`src/rtl/spi_pkg.sv`:
```
// Package for the spectral power integrator: field widths, reset values,
// configuration register indexes and the per-item control struct.
// No dependencies.
`default_nettype none

package spi_pkg;

   // default sizes, handed to the top level parameters
   localparam int FFT_BINS_DEF  = 32;
   localparam int KEPT_BINS_DEF = 27;
   localparam int MAX_AVG_DEF   = 16;

   // fixed field widths
   localparam int IN_W       = 22;
   localparam int SQ_W       = 43;   // square of a 22-bit signed value
   localparam int POWER_W    = 45;   // sum of four squares
   localparam int TOTAL_W    = 49;   // per-bin total over the frames of a channel
   localparam int SUM_W      = 53;   // group sum
   localparam int GRP_W      = 16;
   localparam int AVG_W      = 5;
   localparam int CFG_W      = 5;
   localparam int REQ_DATA_W = 4 * IN_W;
   localparam int RSP_DATA_W = 72;
   localparam int RSP_PAD_W  = RSP_DATA_W - SUM_W - GRP_W;

   localparam logic [CFG_W-1:0] TIME_AVG_RST = 5'd4;
   localparam logic [CFG_W-1:0] FREQ_AVG_RST = 5'd16;

   typedef enum logic {
      CSR_TIME_AVG = 1'b0,
      CSR_FREQ_AVG = 1'b1
   } csr_index_type;

   typedef struct packed {
      logic             start;   // clear group state before this item
      logic             kept;    // bin below the kept range limit
      logic             last;    // last frame of the channel
      logic             first;   // first frame: start the bin total from zero
      logic [AVG_W-1:0] favg;    // effective frequency average
   } item_ctl_type;

endpackage

`default_nettype wire

```
`src/rtl/spi_group.sv`:
```
// Frequency grouping: adds final bin totals into the running group sum and
// loads the result register every freq_avg totals. Depends on spi_pkg.
`default_nettype none

module spi_group import spi_pkg::*; (
   input  wire logic                 clock,
   input  wire logic                 reset,
   input  wire logic                 in_valid,
   output logic                      in_ready,
   input  wire item_ctl_type         in_ctl,
   input  wire logic [TOTAL_W-1:0]   in_total,
   output logic                      rsp_tvalid,
   input  wire logic                 rsp_tready,
   output logic [RSP_DATA_W-1:0]     rsp_tdata    // power_sum, group_number, zero pad
);

   logic [SUM_W-1:0] total_ff, total_in, base_total, sum;
   logic [AVG_W-1:0] fill_ff, fill_in, base_fill, fill_inc;
   logic [GRP_W-1:0] cnt_ff, cnt_in, base_cnt;
   logic             rsp_valid_ff;
   logic [SUM_W-1:0] power_ff;
   logic [GRP_W-1:0] number_ff;
   logic             out_free, take, hit, emit;

   assign out_free = !rsp_valid_ff || rsp_tready;
   assign in_ready = out_free;
   assign take     = in_valid && out_free;

   always_comb begin
      base_total = in_ctl.start ? '0 : total_ff;
      base_fill  = in_ctl.start ? '0 : fill_ff;
      base_cnt   = in_ctl.start ? '0 : cnt_ff;
      sum        = base_total + SUM_W'(in_total);
      fill_inc   = base_fill + AVG_W'(1);
      hit        = in_ctl.kept && in_ctl.last && (fill_inc >= in_ctl.favg);
      total_in   = base_total;
      fill_in    = base_fill;
      cnt_in     = base_cnt;
      if (in_ctl.kept && in_ctl.last) begin
         if (hit) begin
            total_in = '0;
            fill_in  = '0;
            cnt_in   = base_cnt + GRP_W'(1);
         end else begin
            total_in = sum;
            fill_in  = fill_inc;
         end
      end
   end

   assign emit = take && hit;

   always_ff @(posedge clock) begin
      if (reset) begin
         total_ff     <= '0;
         fill_ff      <= '0;
         cnt_ff       <= '0;
         rsp_valid_ff <= 1'b0;
      end else begin
         if (take) begin
            total_ff <= total_in;
            fill_ff  <= fill_in;
            cnt_ff   <= cnt_in;
         end
         if (emit) begin
            rsp_valid_ff <= 1'b1;
         end else if (rsp_tready) begin
            rsp_valid_ff <= 1'b0;
         end
      end
   end

   always_ff @(posedge clock) begin
      if (emit) begin
         power_ff  <= sum;
         number_ff <= base_cnt;
      end
   end

   assign rsp_tvalid = rsp_valid_ff;
   assign rsp_tdata  = {RSP_PAD_W'(0), number_ff, power_ff};

endmodule

`default_nettype wire

```
`config.mk`:
```
export PLATFORM = sky130hd
export DESIGN_NAME = spi_group
export DESIGN_NICKNAME = d
export VERILOG_FILES = /design/src/rtl/spi_pkg.sv /design/src/rtl/spi_group.sv
export SDC_FILE = /design/constraint.sdc
export NUM_CORES = 1
export LEC_CHECK = 0
export BUFFER_PORTS_ARGS = -buffer_cell sky130_fd_sc_hd__buf_2
export CAP_MARGIN = 20
export CORE_ASPECT_RATIO = 1.25
export CORE_UTILIZATION = 55
export DETAILED_ROUTE_END_ITERATION = 10
export GPL_TIMING_DRIVEN = 0
export PLACE_DENSITY = 0.78
export SYNTH_ARGS = -nofsm -noshare
export SYNTH_HDL_FRONTEND = slang
export SYNTH_SLANG_ARGS = --single-unit
```
`constraint.sdc`:
```
create_clock -name clock -period 13.7 [get_ports clock]
set_input_delay 2.74 -clock clock [delete_from_list [all_inputs] [get_ports clock]]
set_output_delay 2.74 -clock clock [all_outputs]
set_load 0.05 [all_outputs]
```
# Yosys cells after proc, flatten, opt, wreduce, memory -nomap -nowiden
# Cells that the tools add are included.
[totals]
inputBits = 62
output_inout_bits = 74
reg_bits = 144
elab_cells = 28
[op_classes]
n_addsub = 3
order_cmp = 1
reduce_logical = 7
mux = 11
[op_table]
columns = ["cell", "n"]
rows = [
  ["53-bit two-way mux", 3],
  ["53-bit by 49-bit adder with 53-bit output", 1],
  ["16-bit two-way mux", 3],
  ["16-bit by 1-bit adder with 16-bit output (second input constant)", 1],
  ["5-bit two-way mux", 3],
  ["5-bit by 1-bit adder with 5-bit output (second input constant)", 1],
  ["5-bit >= comparator", 1],
  ["1-bit logical AND", 4],
  ["1-bit two-way mux", 2],
  ["2-bit nonzero test", 1],
  ["1-bit logical NOT", 1],
  ["1-bit logical OR", 1],
]

# Longest topological paths before layout
[logic_depth]
depth_word = 6
depth_mapped = 16
mapped_depth_nobuf = 13

# Worst setup path before layout
# OpenSTA, ideal clock, no wires.
[synth_path]
path_type = "input port to flip-flop"
from = "in in_ctl[8] (netlist bit)"
to = "reg cnt_ff[2]"
path_stages = 15
arrival_time_ns = 10.268
path_buffers = 3
setup_slack_ns = 3.304
required_ns = 13.572
setup_time_ns = 0.128
cell_sequence = "clkbuf_1 -> clkbuf_1 -> buf_1 -> nor2b_1 -> ha_1 -> nand3_1 -> xor2_1 -> nor2_1 -> ha_1 -> nand2_1 -> o21a_1 -> nor3_1 -> nand2_1 -> xnor2_1 -> nor2_1"
[synth_via]
elab_chain_cells = 6
elab_cells_between_ends = 8
cone_classes = "2 x add/sub; 1 x order compare; 4 x mux; 1 x reduce/logical"
[synth_rtl]
columns = ["element", "line_no", "rtl"]
rows = [
  ["start: declaration", "spi_group.sv:10", "input wire item_ctl_type in_ctl,"],
  ["5-bit two-way mux", "spi_group.sv:31", "base_fill = in_ctl.start ? '0 : fill_ff;"],
  ["5-bit by 1-bit adder with 5-bit output", "spi_group.sv:34", "fill_inc = base_fill + AVG_W'(1);"],
  ["5-bit >= comparator", "spi_group.sv:35", "hit = in_ctl.kept && in_ctl.last && (fill_inc >= in_ctl.favg);"],
  ["1-bit logical AND", "spi_group.sv:35", ""],
  ["16-bit two-way mux", "spi_group.sv:40", "if (hit) begin"],
  ["16-bit two-way mux (*)", "spi_group.sv:39", "if (in_ctl.kept && in_ctl.last) begin"],
  ["end signal: assignment", "spi_group.sv:63", "cnt_ff <= cnt_in;"],
  ["end: declaration", "spi_group.sv:19", "logic [GRP_W-1:0] cnt_ff, cnt_in, base_cnt;"],
]
# Mark *: on every way between the ends. The rest lies on a longest branch, timed or not.
# A chain may end at the register's enable or synchronous reset.

# Worst setup path in the final report
[layout_path]
from = "in in_ctl[8] (netlist bit)"
to = "reg power_ff[49], data pin"
[layout_via]
elab_chain_cells = 2
[layout_rtl]
columns = ["element", "line_no", "rtl"]
rows = [
  ["53-bit two-way mux", "spi_group.sv:30", "base_total = in_ctl.start ? '0 : total_ff;"],
  ["53-bit by 49-bit adder with 53-bit output", "spi_group.sv:33", "sum = base_total + SUM_W'(in_total);"],
  ["named net sum[49]", "spi_group.sv:17", "logic [SUM_W-1:0] total_ff, total_in, base_total, sum;"],
  ["end signal: assignment", "spi_group.sv:75", "power_ff <= sum;"],
  ["end: declaration", "spi_group.sv:21", "logic [SUM_W-1:0] power_ff;"],
]
# The timed path passes the listed nets, and every way through them passes these cells.

==> summary.md <==
| Metric | Value |
|---|---|
| Met1 GRT Util | 0.3244 |
| Grt total ovfl | 0 |
| Max FO, Critical Path | 10 |
| Final net count | 1217 |
| Top cells by area, synth | edfxtp_1, dfxtp_1, ha_1 |
| Vias | 7608 |
| Dpl hpwl | 16480 um |
| CTS Sinks | 144 |
| Post-Layout Cell Count | 1325 |
| Synth top area share | 0.2383 |
| Syn Area/Cell | 9.241 sq um |
| Busiest grt layer | met2 |
| DRT antenna net count | 0 |
| Mapped Cells | 941 |
| Hold Path Class | flip-flop to flip-flop |
| # rows | 51 |
| Post-CTS Resized | 0 |
| Area delta synth->final | 18.03% |
| Max cap viols | 0 |
| CTS Hold Buffers Added | 0 |
| Synthesized area | 0.008696 sq mm |
| Die ar. | 0.01632 sq mm |
| Worst endpoint required time | 13870 ps |
| Number of global-route vias before repair | 7434 |
| Placed Cells | 1291 |
| Clock Pin Slew Worst Setup and Hold Paths | 60 ps |
| Combinational Power Share | 0.115 |
| Setup CP Type | primary input to flip-flop |
| Commonest non-fill, non-tap cell in the layout | buf_2 |
| Worst VDD drop | 0.06605 mV |
| WP data arrival | 7330 ps |
| Total power | 1.022 mW |
| Tcrit/Tclk final | 0.5225 |
| Crit path capture type | flip-flop |
| CTS tree | done |
| Ys flop type | dfxtp_1 |
| M2 GR Usage | 0.4912 |
| GP Congestion | 0.9113 |
| Fillers | 1281 |
| Clock skew | 9.652 ps |
| Unrepaired setup endpoints after global routing | no |
| Relative slew slack | 0.4263 |
| H-tree level count | 4 |
| Global-route wire length before repair | 35290 um |
| I/O pins | 136 |
| #FFs+latches synth | 144 |
| Total Neg Setup Slack | 0 ps |
| Yosys warnings | 0 |
| Register area | 0.003573 sq mm |
| CTS root buf | clkbuf_16 |
| Initial DRC Count | 453 |
| Multi-input logic area | 0.004800 sq mm |
| Startpoint types | primary input |
| Initial antenna violation count | 2 |
| Leakage | 4.203 nW |
| Yosys cell types | 71 |
| Max Slew Vio Count | 0 |
| Clk buf depth | 2 |
| Final Critical Period | 7158 ps |
| Internal power | 0.7523 mW |
| Hold Vio Cnt, Final | 0 |
| Fmax achieved | 139.7 MHz |
| Setup Viol. Count Final | 0 |
| Worst slew pin tran | 854.8 ps |
| CTS Buf Count | 17 |
| Port Buffers | 130 |
| Sequential fraction of design power | 0.450 |
| DR WL/cell | 16.53 um |
| Hold WS | 468.0 ps |
| NetSw | 0.2701 mW |
| Pwr Density | 99.62 mW/mm^2 |
| Core area | 0.01551 sq mm |
| Die X | 114.5 um |
| Synth async-reset ratio | 0 |
| Post-synthesis sequential area ratio | 0.4109 |
| Net Sw Frac | 0.2642 |
| Global Route Usage Sum | 0.2768 |
| Global routing met3 resource utilization | 0.05239 |
| Drc violations | 0 |
| Die Y | 142.6 um |
| Initial Util | 0.5608 |
| Synth area leader | edfxtp_1 |
| Outcome | completed |
| Via density per instance | 5.742 |
| EDFF count, synth | 69 |
| Routed WL | 21900 um |
| Clk Latency, worst-skew pair | 430 ps |
| Share of cells above drive strength 1 | 0.1800 |
| Most frequent cells in the layout | buf_2, nor2_1, nand2_1, nor2b_1, dfxtp_1 |
| Largest net degree at the start of global routing | 17 |
| Clock power share | 0.435 |
| Post-CTS setup buffers | 0 |
| First-pass DRT Iterations | 5 |
[power groups by stage]
| stage | sequential [mW] | combinational [mW] | clock, mW |
|---|---|---|---|
| 3_5_place_dp | 0.469 | 0.116 | 0 |
| 4_1_cts | 0.460 | 0.117 | 0.448 |
| 2_1_floorplan | 0.472 | 0.0791 | 0 |
| 5_1_grt | 0.460 | 0.130 | 0.466 |
| 3_3_place_gp | 0.469 | 0.114 | 0 |
| 6_report | 0.460 | 0.118 | 0.445 |
[state kept, by name, indices dropped and copies added, names as in the netlist]
signal,flops
cnt_ff,16
fill_ff,5
number_ff,16
power_ff,53
rsp_tvalid,1
total_ff,53
[worst max-delay path, stage by stage]
cell      delay, ps
clkbuf_1        360
clkbuf_1        420
clkbuf_1        460
clkbuf_1        470
nor2b_1         110
ha_1            290
buf_2           180
nand3_2         140
or2_1           310
a2111o_1        360
a21oi_1         310
o21ai_1         210
a211oi_2        410
o21ai_0         190
and2_1          210
xnor2_1         150
[final timing paths]
| check | slack [ps] | startpoint | end | cells after the start |
|---|---|---|---|---|
| max | 6540 | in_ctl[8] | power_ff[49]$_DFFE_PP_ | 16 |
| max reg2reg | 9860 | fill_ff[0]$_SDFFE_PP0P_ | total_ff[50]$_SDFFE_PP0P_ | 13 |
| min reg2reg | 470 | total_ff[26]$_SDFFE_PP0P_ | total_ff[26]$_SDFFE_PP0P_ | 1 |
| min | 470 | total_ff[26]$_SDFFE_PP0P_ | total_ff[26]$_SDFFE_PP0P_ | 1 |
[layer usage]
layer	wire (um)	up-vias
li1	-	3724
met3	1166	49
met5	0	-
met1	9138	3594
met4	593	0
met2	11010	241
[cells by family after synthesis]
kind of cell	Yosys count	synth area share
buffers and inverters	78	0.03856
multiplexers	3	0.003453
AO/OA/AOI/OAI	265	0.2073
flip-flops	144	0.4109
XOR/XNOR	66	0.06820
other	1	0.0004312
AND/OR/NAND/NOR	327	0.1882
adder cells (fa/ha/maj)	57	0.08288
[metrics by stage]
step           instance area [sq um]    util  worst slack (ps)
2_1_floorplan                   8703       -              3304
3_3_place_gp                    9619  0.6204             180.6
3_5_place_dp                    9696  0.6253              6164
4_1_cts                        10260  0.6616              6574
5_1_grt                        10260  0.6616              6233
6_report                       10260  0.6619              6542
[synth_stat cells, types with 10 or more instances]
cell,count
o21ai_0,40
a22oi_1,28
nor2_1,85
nand4_1,20
a22o_1,24
clkbuf_1,40
nor3_1,11
dfxtp_1,75
nand3_1,17
a21oi_1,65
nor2b_1,77
xnor2_1,40
ha_1,56
a31oi_1,10
nand2_1,78
xor2_1,24
edfxtp_1,69
inv_1,20
buf_2,10
a21o_1,25
[area by class of cell]
type	instances	share of cell area
Antenna cell	2	0.0004876
Buffer	58	0.02536
Clock buffer	18	0.04181
Clock inverter	14	0.01304
Inverter	20	0.007314
Multi-Input combinational cell	721	0.4676
Sequential cell	144	0.3482
Tap cell	212	0.02584
Timing Repair Buffer	136	0.07034
No activity file was read; power rests on OpenSTA's default activity.
