## config.mk

```make
export PLATFORM = sky130hd
export DESIGN_NAME = spi_cell
export DESIGN_NICKNAME = d
export VERILOG_FILES = /design/src/rtl/spi_pkg.sv /design/src/rtl/spi_cell.sv
export SDC_FILE = /design/constraint.sdc
export NUM_CORES = 1
export LEC_CHECK = 0
export BUFFER_PORTS_ARGS = -buffer_cell sky130_fd_sc_hd__buf_2
export CAP_MARGIN = 20
export CORE_MARGIN = 5
export CORE_UTILIZATION = 25
export CTS_CLUSTER_SIZE = 12
export DETAILED_ROUTE_END_ITERATION = 10
export GPL_ROUTABILITY_DRIVEN = 0
export PLACE_DENSITY_LB_ADDON = 0.25
export SLEW_MARGIN = 30
export SYNTH_ARGS = -nofsm -noshare
export SYNTH_HDL_FRONTEND = slang
export SYNTH_SLANG_ARGS = --single-unit
```

## constraint.sdc

```tcl
create_clock -name clock -period 0.8 [get_ports clock]
set_clock_uncertainty 0.15 [all_clocks]
set_input_delay 0.04 -clock clock [delete_from_list [all_inputs] [get_ports clock]]
set_output_delay 0.04 -clock clock [all_outputs]
set_load 0.05 [all_outputs]
```

## src/rtl/spi_pkg.sv

```systemverilog
// Package for the spectral power integrator: field widths, reset values,
// configuration register indexes and the per-item control struct.
// No dependencies.
`default_nettype none

package spi_pkg;

   // default sizes, handed to the top level parameters
   localparam int FFT_BINS_DEF  = 32;
   localparam int KEPT_BINS_DEF = 27;
   localparam int MAX_AVG_DEF   = 16;

   // fixed field widths
   localparam int IN_W       = 22;
   localparam int SQ_W       = 43;   // square of a 22-bit signed value
   localparam int POWER_W    = 45;   // sum of four squares
   localparam int TOTAL_W    = 49;   // per-bin total over the frames of a channel
   localparam int SUM_W      = 53;   // group sum
   localparam int GRP_W      = 16;
   localparam int AVG_W      = 5;
   localparam int CFG_W      = 5;
   localparam int REQ_DATA_W = 4 * IN_W;
   localparam int RSP_DATA_W = 72;
   localparam int RSP_PAD_W  = RSP_DATA_W - SUM_W - GRP_W;

   localparam logic [CFG_W-1:0] TIME_AVG_RST = 5'd4;
   localparam logic [CFG_W-1:0] FREQ_AVG_RST = 5'd16;

   typedef enum logic {
      CSR_TIME_AVG = 1'b0,
      CSR_FREQ_AVG = 1'b1
   } csr_index_type;

   typedef struct packed {
      logic             start;   // clear group state before this item
      logic             kept;    // bin below the kept range limit
      logic             last;    // last frame of the channel
      logic             first;   // first frame: start the bin total from zero
      logic [AVG_W-1:0] favg;    // effective frequency average
   } item_ctl_type;

endpackage

`default_nettype wire

```

## src/rtl/spi_cell.sv

```systemverilog
// One cell of the bin total ring: holds the running total of one kept bin
// and takes its neighbor's total on each shift. Depends on spi_pkg.
`default_nettype none

module spi_cell import spi_pkg::*; (
   input  wire logic               clock,
   input  wire logic               shift,
   input  wire logic [TOTAL_W-1:0] link_in,
   output logic [TOTAL_W-1:0]      value
);

   logic [TOTAL_W-1:0] value_ff;

   always_ff @(posedge clock) begin
      if (shift) value_ff <= link_in;
   end

   assign value = value_ff;

endmodule

`default_nettype wire

```

## Yosys cells after proc, flatten, opt, wreduce, memory -nomap -nowiden

Index checks and enable logic that the tools add are counted.

| word-level totals | value |
|---|---|
| input port bits | 51 |
| logic and storage cells | 1 |
| output and inout port bits | 49 |
| register bits | 49 |

## Longest topological paths before layout

Gate-level depths: netlist of run 1.

| logic depth | value |
|---|---|
| depth in word-level cells | 0 |
| mapped depth | 0 |
| mapped depth without buffers | 0 |

## Worst setup path before layout of run 1

Ideal clock, no wire load.

| timing path | value |
|---|---|
| kind | reg-to-output |
| start | register value_ff[0] (netlist: value[0]) |
| end | output port value[0] |
| buffers on the path | 0 |
| arrival time | 0.601 ns |
| setup slack | 0.009 ns |
| cell stages (with the launch flop) | 1 |
| data required time | 0.610 ns |
| path through | edfxtp_1 |

RTL lines:

| what | line | source |
|---|---|---|
| start: declaration | spi_cell.sv:12 | `logic [TOTAL_W-1:0] value_ff;` |
| start signal: assignment | spi_cell.sv:15 | `if (shift) value_ff <= link_in;` |
| end: declaration | spi_cell.sv:9 | `output logic [TOTAL_W-1:0] value` |

No word-level cell between the ends.

## Worst setup path after layout of run 1

| timing path | value |
|---|---|
| start | register value_ff[30] (netlist: value[30]) |
| end | output port value[30] |

No word-level cell between the ends.

==> flow_summary.json, run 1 <==
{
  "crit_required_ns": 0.61,
  "rows": 28,
  "ys_ff_latch": 49,
  "p_seq_frac": 0.472,
  "arrival_ns": 0.88,
  "portBuffers": 99,
  "hpwl_mm": 2.32,
  "fin_ws_ns": -0.271,
  "setup_viol": 51,
  "start_kind": "register",
  "fp.dieW_um": 86.7,
  "initial_core_util": 0.253,
  "regArea_um2": 1470,
  "dr.first_iter.drc_count": 26,
  "fmax_mhz": 934,
  "leakagePower_uw": 0.00126,
  "cts.sinks": 49,
  "ys_types": 1,
  "cts_buffer_depth": 2,
  "die-height_um": 86.7,
  "maxCapViolCount": 0,
  "syn_area_um2": 1470,
  "clkPwrFrac": 0.302,
  "final_cells": 282,
  "antenna_cells": 0,
  "cts-htree-levels": 2,
  "finalHoldViolations": 0,
  "final.setup.tns_ns": -11.68,
  "slew_viol_final": 0,
  "multi_input_cells": 0,
  "grt_max_degree": 30,
  "yosys.area.top_type": "edfxtp_1",
  "status": "finished with violations",
  "fillers": 498,
  "crit_path_top_delay_cell": "edfxtp_1",
  "path_cells": "buf_6",
  "vias_per_cell": 3.77,
  "core-area_um2": 5820,
  "wl_mm": 3.60,
  "syn_to_final_growth_pct": 106,
  "synth_warnings": 0,
  "dieArea_um2": 7520,
  "finalCriticalPeriod_ns": 1.07,
  "ios": 100,
  "max_stage_delay_ns": 0.41,
  "netlist_instances": 49,
  "ir_worst_vdd_mv": 0.867,
  "timing.critical_path.buf_inv": 1,
  "grt_pass1_wl_mm": 5.45,
  "violations": "setup timing",
  "grt-ovfl-total": 0,
  "yosys.area.top_type_share": 1.00,
  "rsz0062_at_grt": "true",
  "largest_reg_flops": 49,
  "synthTopCellsByArea": "edfxtp_1",
  "powerDensity_nw_per_um2": 2200,
  "cts_tree": "yes",
  "dr.pass1.iters": 3,
  "relSlewSlack": 0.898,
  "comb_power_share": 0.226,
  "cts_buffers": 5,
  "clock-root-buffer": "clkbuf_8",
  "end_kind": "primary output",
  "avgSynthCellArea_um2": 30.0,
  "clk_pin_slew_worst_paths_ns": 0.09,
  "finalCritPeriodShare": 1.34,
  "nets": 257,
  "yosysSeqAreaShare": 1.00,
  "post_drt_wl_per_cell_um": 12.8,
  "hp-class": "input pin to register",
  "critical_path_class": "register to primary output",
  "worstHoldStart": "shift",
  "antenna_found_initial": 0,
  "multiInputGateArea_um2": 0,
  "drive_gt1_frac": 0.527,
  "min_to": "value[43]$_DFFE_PP_",
  "grt_usage": 0.0983,
  "synth_fp_nets": 100,
  "critPathTopFamily": "flip-flops",
  "worstHoldPathCells": 2,
  "worst_slew_pin_slew_ns": 0.153,
  "grt_pass1_vias": 1169,
  "cp_max_fo": 1,
  "cellInternalPower_uw": 4910,
  "ant_nets": 0,
  "p_sw_uw": 1750,
  "vias": 1064,
  "place_inst": 225,
  "drc": 0,
  "switching_share": 0.262
}
==> kinds of logic after synthesis <==
logic type,Yosys count,synth area share
flops,49,1.00
==> routing by layer <==
layer  global-route usage  vias to the layer above  part of all wire
li1                     -                      509                 -
met5                    0                        -                 0
met4               0.0467                        0             0.024
met1               0.0880                      487              0.32
met2                0.189                       60              0.57
met3               0.0380                        8             0.095
==> layout by cell type, fill, tap and decap left out <==
master,synthesis,final
buf_12,0,2
buf_2,0,50
buf_6,0,49
bufinv_16,0,2
clkbuf_8,0,5
clkinv_2,0,1
dlygate4sd3_1,0,49
edfxtp_1,49,49
==> what timing repair did <==
item,4_1_cts,5_1_grt
hold buffers,49,0
setup buffers,0,0
hold endpoints to repair,49,0
gates resized for setup,98,0
setup endpoints to repair,49,49
==> metrics by stage <==
stage / instance area [um^2] / worst slack, ns / power, uW / hold slack [ns] / util
CTS: 3030 / -0.288 / 6740 / 0.0265 / 0.521
finish: 3030 / -0.271 / 6660 / 0.0365 / 0.521
global placement: 2100 / -0.0325 / 4220 / 0.0669 / 0.361
global route: 3030 / -0.324 / 6950 / 0.0185 / 0.521
detailed placement: 2100 / -0.0477 / 4240 / 0.0681 / 0.361
floorplan: 1470 / 0.00939 / 3870 / -0.0111 / -
==> layout make-up <==
class / count / share of cell area
clock buffers: 5 / 0.0227
clock inverters: 3 / 0.0215
repair buffers: 150 / 0.440
flip-flops and latches: 49 / 0.485
well taps: 75 / 0.0310
==> how the worst max path moves through the flow <==
stage	startpoint	end	slack [ns]	depth (start not counted)
finish	value[30]$_DFFE_PP_	value[30]	-0.27	1
global route	value[1]$_DFFE_PP_	value[1]	-0.32	1
CTS	value[6]$_DFFE_PP_	value[6]	-0.29	1
detailed placement	shift	value[45]$_DFFE_PP_	-0.05	2
global placement	shift	value[7]$_DFFE_PP_	-0.03	2
floorplan	value[0]$_DFFE_PP_	value[0]	0.009	0
==> Yosys cell counts (all sizes together) <==
master  number
edfxtp      49
==> power by group through the flow <==
stage	combinational, uW	clock [uW]	sequential, uW
CTS	1510	2080	3150
floorplan	0	0	3870
global route	1560	2230	3170
finish	1500	2010	3140
detailed placement	1090	0	3150
global placement	1080	0	3140
Power figures use the tool's default switching activity.
==> run 2: changes to the inputs <==
Settings changed: PLACE_DENSITY_LB_ADDON 0.25 to 0.1, REMOVE_ABC_BUFFERS from default to 1.
==> run 2 against run 1 <==
  * The run ends with hold timing, setup timing left
  * Combinational power barely moved
  * Sequential cell count did not move
  * Utilization fell by 0.47 points
  * Critical endpoint is now value[9]
==> flow_summary.json, run 2 (synthesized netlist as in run 1, its figures left out) <==
{
  "status": "finished with violations",
  "violations": "hold timing, setup timing",
  "worstHoldStart": "link_in[39]",
  "largest_reg_flops": 49,
  "ant_nets": 0,
  "multiInputGateArea_um2": 0,
  "cellInternalPower_uw": 4600,
  "grt_pass1_vias": 1186,
  "crit_required_ns": 0.61,
  "grt_pass1_wl_mm": 5.75,
  "end_kind": "primary output",
  "timing.critical_path.buf_inv": 1,
  "finalHoldViolations": 1,
  "dieArea_um2": 7520,
  "mostFrequentLayoutCells": "buf_2, buf_6, edfxtp_1",
  "antenna_cells": 0,
  "path_cells": "buf_6",
  "grt_max_degree": 27,
  "vias": 1061,
  "cp_max_fo": 1,
  "clkPwrFrac": 0.264,
  "switching_share": 0.273,
  "antenna_found_initial": 0,
  "cts-htree-levels": 2,
  "cts_buffers": 5,
  "finalCriticalPeriod_ns": 1.07,
  "multi_input_cells": 0,
  "place_inst": 225,
  "die-height_um": 86.7,
  "maxCapViolCount": 0,
  "final_cells": 281,
  "slew_viol_final": 0,
  "start_kind": "register",
  "startpoint": "value[9]$_DFFE_PP_",
  "powerDensity_nw_per_um2": 2100,
  "cts_buffer_depth": 2,
  "min_to": "value[39]$_DFFE_PP_",
  "cts.sinks": 49,
  "fp.dieW_um": 86.7,
  "critical_path_class": "register to primary output",
  "clk_pin_slew_worst_paths_ns": 0.09,
  "comb_power_share": 0.239,
  "ios": 100,
  "crit_path_top_delay_cell": "edfxtp_1",
  "arrival_ns": 0.88,
  "grt-ovfl-total": 0,
  "fin_hold_ws_ns": -0.0184,
  "portBuffers": 99,
  "ir_worst_vdd_mv": 0.836,
  "clock-root-buffer": "clkbuf_8",
  "finalCritPeriodShare": 1.33,
  "nets": 256,
  "initial_core_util": 0.253,
  "dr.pass1.iters": 3,
  "p_seq_frac": 0.497,
  "max_stage_delay_ns": 0.41,
  "holdBufCountCts": 49,
  "wl_mm": 3.79,
  "final.setup.tns_ns": -11.52,
  "p_sw_uw": 1730,
  "worst_slew_pin_slew_ns": 0.143,
  "setup_viol": 56,
  "vias_per_cell": 3.78,
  "post_cts_buffers": 0,
  "relSlewSlack": 0.905,
  "cts_tree": "yes",
  "fin_ws_ns": -0.268,
  "rows": 28,
  "drive_gt1_frac": 0.515,
  "core-area_um2": 5820,
  "rsz0062_at_grt": "true",
  "worstHoldPathCells": 2,
  "hp-class": "input pin to register",
  "critPathTopFamily": "flip-flops",
  "syn_to_final_growth_pct": 104,
  "fmax_mhz": 936,
  "dr.first_iter.drc_count": 23,
  "post_drt_wl_per_cell_um": 13.5,
  "grt_usage": 0.102,
  "drc": 0,
  "leakagePower_uw": 0.00126,
  "p_total_uw": 6320
}
## run 2: cell types whose count changed in the layout (fill, tap and decap cells not counted)
cell            change
dlymetal6s4s_1      +2
clkinv_1            +1
buf_2               -1
clkbuf_1            +1
bufinv_16           -1
clkinv_2            -1
dlygate4sd3_1       -2
## run 2: final cells by class
class,instances,area (um^2)
Fill cell,518,2810
Sequential cell,49,1470
Timing Repair Buffer,149,1330
Tap cell,75,93.8
Clock buffer,6,72.6
Clock inverter,2,33.8
## run 2: per-layer routing
metal  up-vias  global-route usage  wire length [um]
met3         8              0.0399               321
li1        507                   -                 -
met5         -                   0                 0
met1       489               0.100              1270
met4         0              0.0453                96
met2        57               0.187              2100
## run 2: stage by stage
stage	setup WS, ns	utilization	area, um^2	hold WS (ns)
6_report	-0.268	0.517	3000	-0.0184
5_1_grt	-0.320	0.517	3000	-0.0204
4_1_cts	-0.270	0.517	3000	0.0520
3_5_place_dp	-0.0462	0.361	2100	0.0681
3_3_place_gp	-0.0351	0.361	2100	0.0674
2_1_floorplan	0.00939	-	1470	-0.0111
## run 2: worst max path at each step
stage,end,slack [ns],cells past startpoint
4_1_cts,value[16],-0.27,1
3_5_place_dp,value[4]$_DFFE_PP_,-0.05,2
6_report,value[9],-0.27,1
3_3_place_gp,value[4]$_DFFE_PP_,-0.04,2
5_1_grt,value[9],-0.32,1
2_1_floorplan,value[0],0.009,0
## run 2: repair_timing
action                     CTS  global route
gates resized for setup     98             2
setup endpoints to repair   49            52
hold endpoints to repair    49             2
## run 2: power groups by stage
stage,logic (uW),registers (uW),clock network [uW]
2_1_floorplan,0,3870,0
3_3_place_gp,1090,3140,0
3_5_place_dp,1100,3150,0
4_1_cts,1510,3140,1740
5_1_grt,1560,3170,1840
6_report,1510,3140,1670
==> run 3: changes to the inputs <==
Settings changed: GPL_TIMING_DRIVEN from default to 0.
==> run 3 against run 2 <==
  * The run ends with setup timing left
  * Final area decreased by 2.0%
  * First-iteration DRC count decreased by 52%
  * Worst setup slack improved by 0.0067 ns
  * Routed wire length decreased by 6.6%
  * Worst hold slack improved by 0.15 ns
  * Maximum frequency increased by 0.64%
  * Critical endpoint is now value[21]
  * Highest routed layer unchanged
==> flow_summary.json, run 3 (synthesized netlist as in run 1, its figures left out) <==
{
  "status": "finished with violations",
  "violations": "setup timing",
  "topRoutingLayerUsed": "met4",
  "antenna_found_initial": 0,
  "setup_viol": 56,
  "multi_input_cells": 0,
  "finalCritPeriodShare": 1.33,
  "rsz0062_at_grt": "true",
  "antenna_cells": 0,
  "vias": 1046,
  "die-height_um": 86.7,
  "relSlewSlack": 0.600,
  "end_kind": "primary output",
  "max_stage_delay_ns": 0.41,
  "clock-root-buffer": "clkbuf_8",
  "cts-htree-levels": 2,
  "finalCriticalPeriod_ns": 1.06,
  "fp.dieW_um": 86.7,
  "grt-ovfl-total": 0,
  "dr.first_iter.drc_count": 11,
  "finalHoldViolations": 0,
  "multiInputGateArea_um2": 0,
  "slew_viol_final": 0,
  "mostFrequentLayoutCells": "dlygate4sd3_1, buf_2, buf_6, edfxtp_1, clkbuf_8",
  "worstHoldPathCells": 1,
  "ir_worst_vdd_mv": 1.27,
  "dieArea_um2": 7520,
  "dr.pass1.iters": 2,
  "wl_met3_um": 329,
  "start_kind": "register",
  "fin_ws_ns": -0.261,
  "rows": 28,
  "syn_to_final_growth_pct": 100,
  "wl_met2_mm": 2.01,
  "min_to": "value[44]$_DFFE_PP_",
  "vias_per_cell": 3.74,
  "worst_slew_pin_slew_ns": 0.600,
  "grt_usage": 0.0985,
  "powerDensity_nw_per_um2": 2020,
  "cts_tree": "yes",
  "grt_pass1_vias": 1177,
  "path_cells": "buf_6",
  "hp-class": "input pin to register",
  "core-area_um2": 5820,
  "crit_required_ns": 0.61,
  "drive_gt1_frac": 0.517,
  "crit_path_top_delay_cell": "edfxtp_1",
  "grt_pass1_wl_mm": 5.56,
  "fmax_mhz": 942,
  "clk_pin_slew_worst_paths_ns": 0.08,
  "worstHoldStart": "shift",
  "portBuffers": 99,
  "drc": 0,
  "nets": 255,
  "cts_buffer_depth": 2,
  "timing.critical_path.buf_inv": 1,
  "cts.sinks": 49,
  "post_drt_wl_per_cell_um": 12.6,
  "maxCapViolCount": 0,
  "initial_core_util": 0.253,
  "final.setup.tns_ns": -11.32,
  "cp_max_fo": 1,
  "critPathTopFamily": "flip-flops",
  "arrival_ns": 0.87,
  "grt_max_degree": 50,
  "ant_nets": 0,
  "fin_hold_ws_ns": 0.131,
  "critical_path_class": "register to primary output",
  "fillers": 515,
  "largest_reg_flops": 49,
  "ios": 100,
  "post_cts_buffers": 0,
  "met1_length_mm": 1.12,
  "leakagePower_uw": 0.00122,
  "wl_mm": 3.54,
  "cts_buffers": 5
}
## run 3: power by group
group / internal (uW) / switching, uW
clock: 606 / 732
sequential: 3050 / 88.6
combinational: 602 / 876
## run 3: how the worst max path moves through the flow
| stage | from | endpoint | slack (ns) | cells past startpoint |
|---|---|---|---|---|
| after floorplan | value[0]$_DFFE_PP_ | value[0] | 0.009 | 0 |
| after global placement | shift | value[34]$_DFFE_PP_ | -0.57 | 1 |
| after detailed placement | shift | value[34]$_DFFE_PP_ | -0.62 | 1 |
| after CTS | value[9]$_DFFE_PP_ | value[9] | -0.27 | 1 |
| after global routing | value[21]$_DFFE_PP_ | value[21] | -0.30 | 1 |
| final | value[21]$_DFFE_PP_ | value[21] | -0.26 | 1 |
## run 3: repair_timing
action,CTS,global route
endpoints found under the hold margin,49,0
resized for setup,99,0
endpoints found under the setup margin,98,49
hold buffers,49,0
## run 3: through the flow
stage / cell area (um^2) / power [uW] / util / std cells / worst slack [ns]
finish: 2940 / 5960 / 0.506 / 280 / -0.261
global route: 2940 / 6230 / 0.506 / 280 / -0.301
CTS: 2940 / 6060 / 0.506 / 280 / -0.271
detailed placement: 2060 / 4220 / 0.354 / 223 / -0.619
global placement: 2060 / 4210 / 0.354 / 223 / -0.566
floorplan: 1470 / 3870 / - / 49 / 0.00939
## run 3: metal layers
| metal | vias to the layer above | global-route usage |
|---|---|---|
| met4 | 0 | 0.0397 |
| met3 | 7 | 0.0418 |
| met5 | - | 0 |
| met2 | 55 | 0.182 |
| li1 | 505 | - |
| met1 | 479 | 0.0954 |
## run 3: area by class of cell
| cell class | instances | area [um^2] | share of cell area |
|---|---|---|---|
| clock inverter | 2 | 10.0 | 0.00340 |
| timing repair buffer | 148 | 1290 | 0.440 |
| tap | 75 | 93.8 | 0.0319 |
| clock buffer | 6 | 72.6 | 0.0247 |
| sequential | 49 | 1470 | 0.500 |
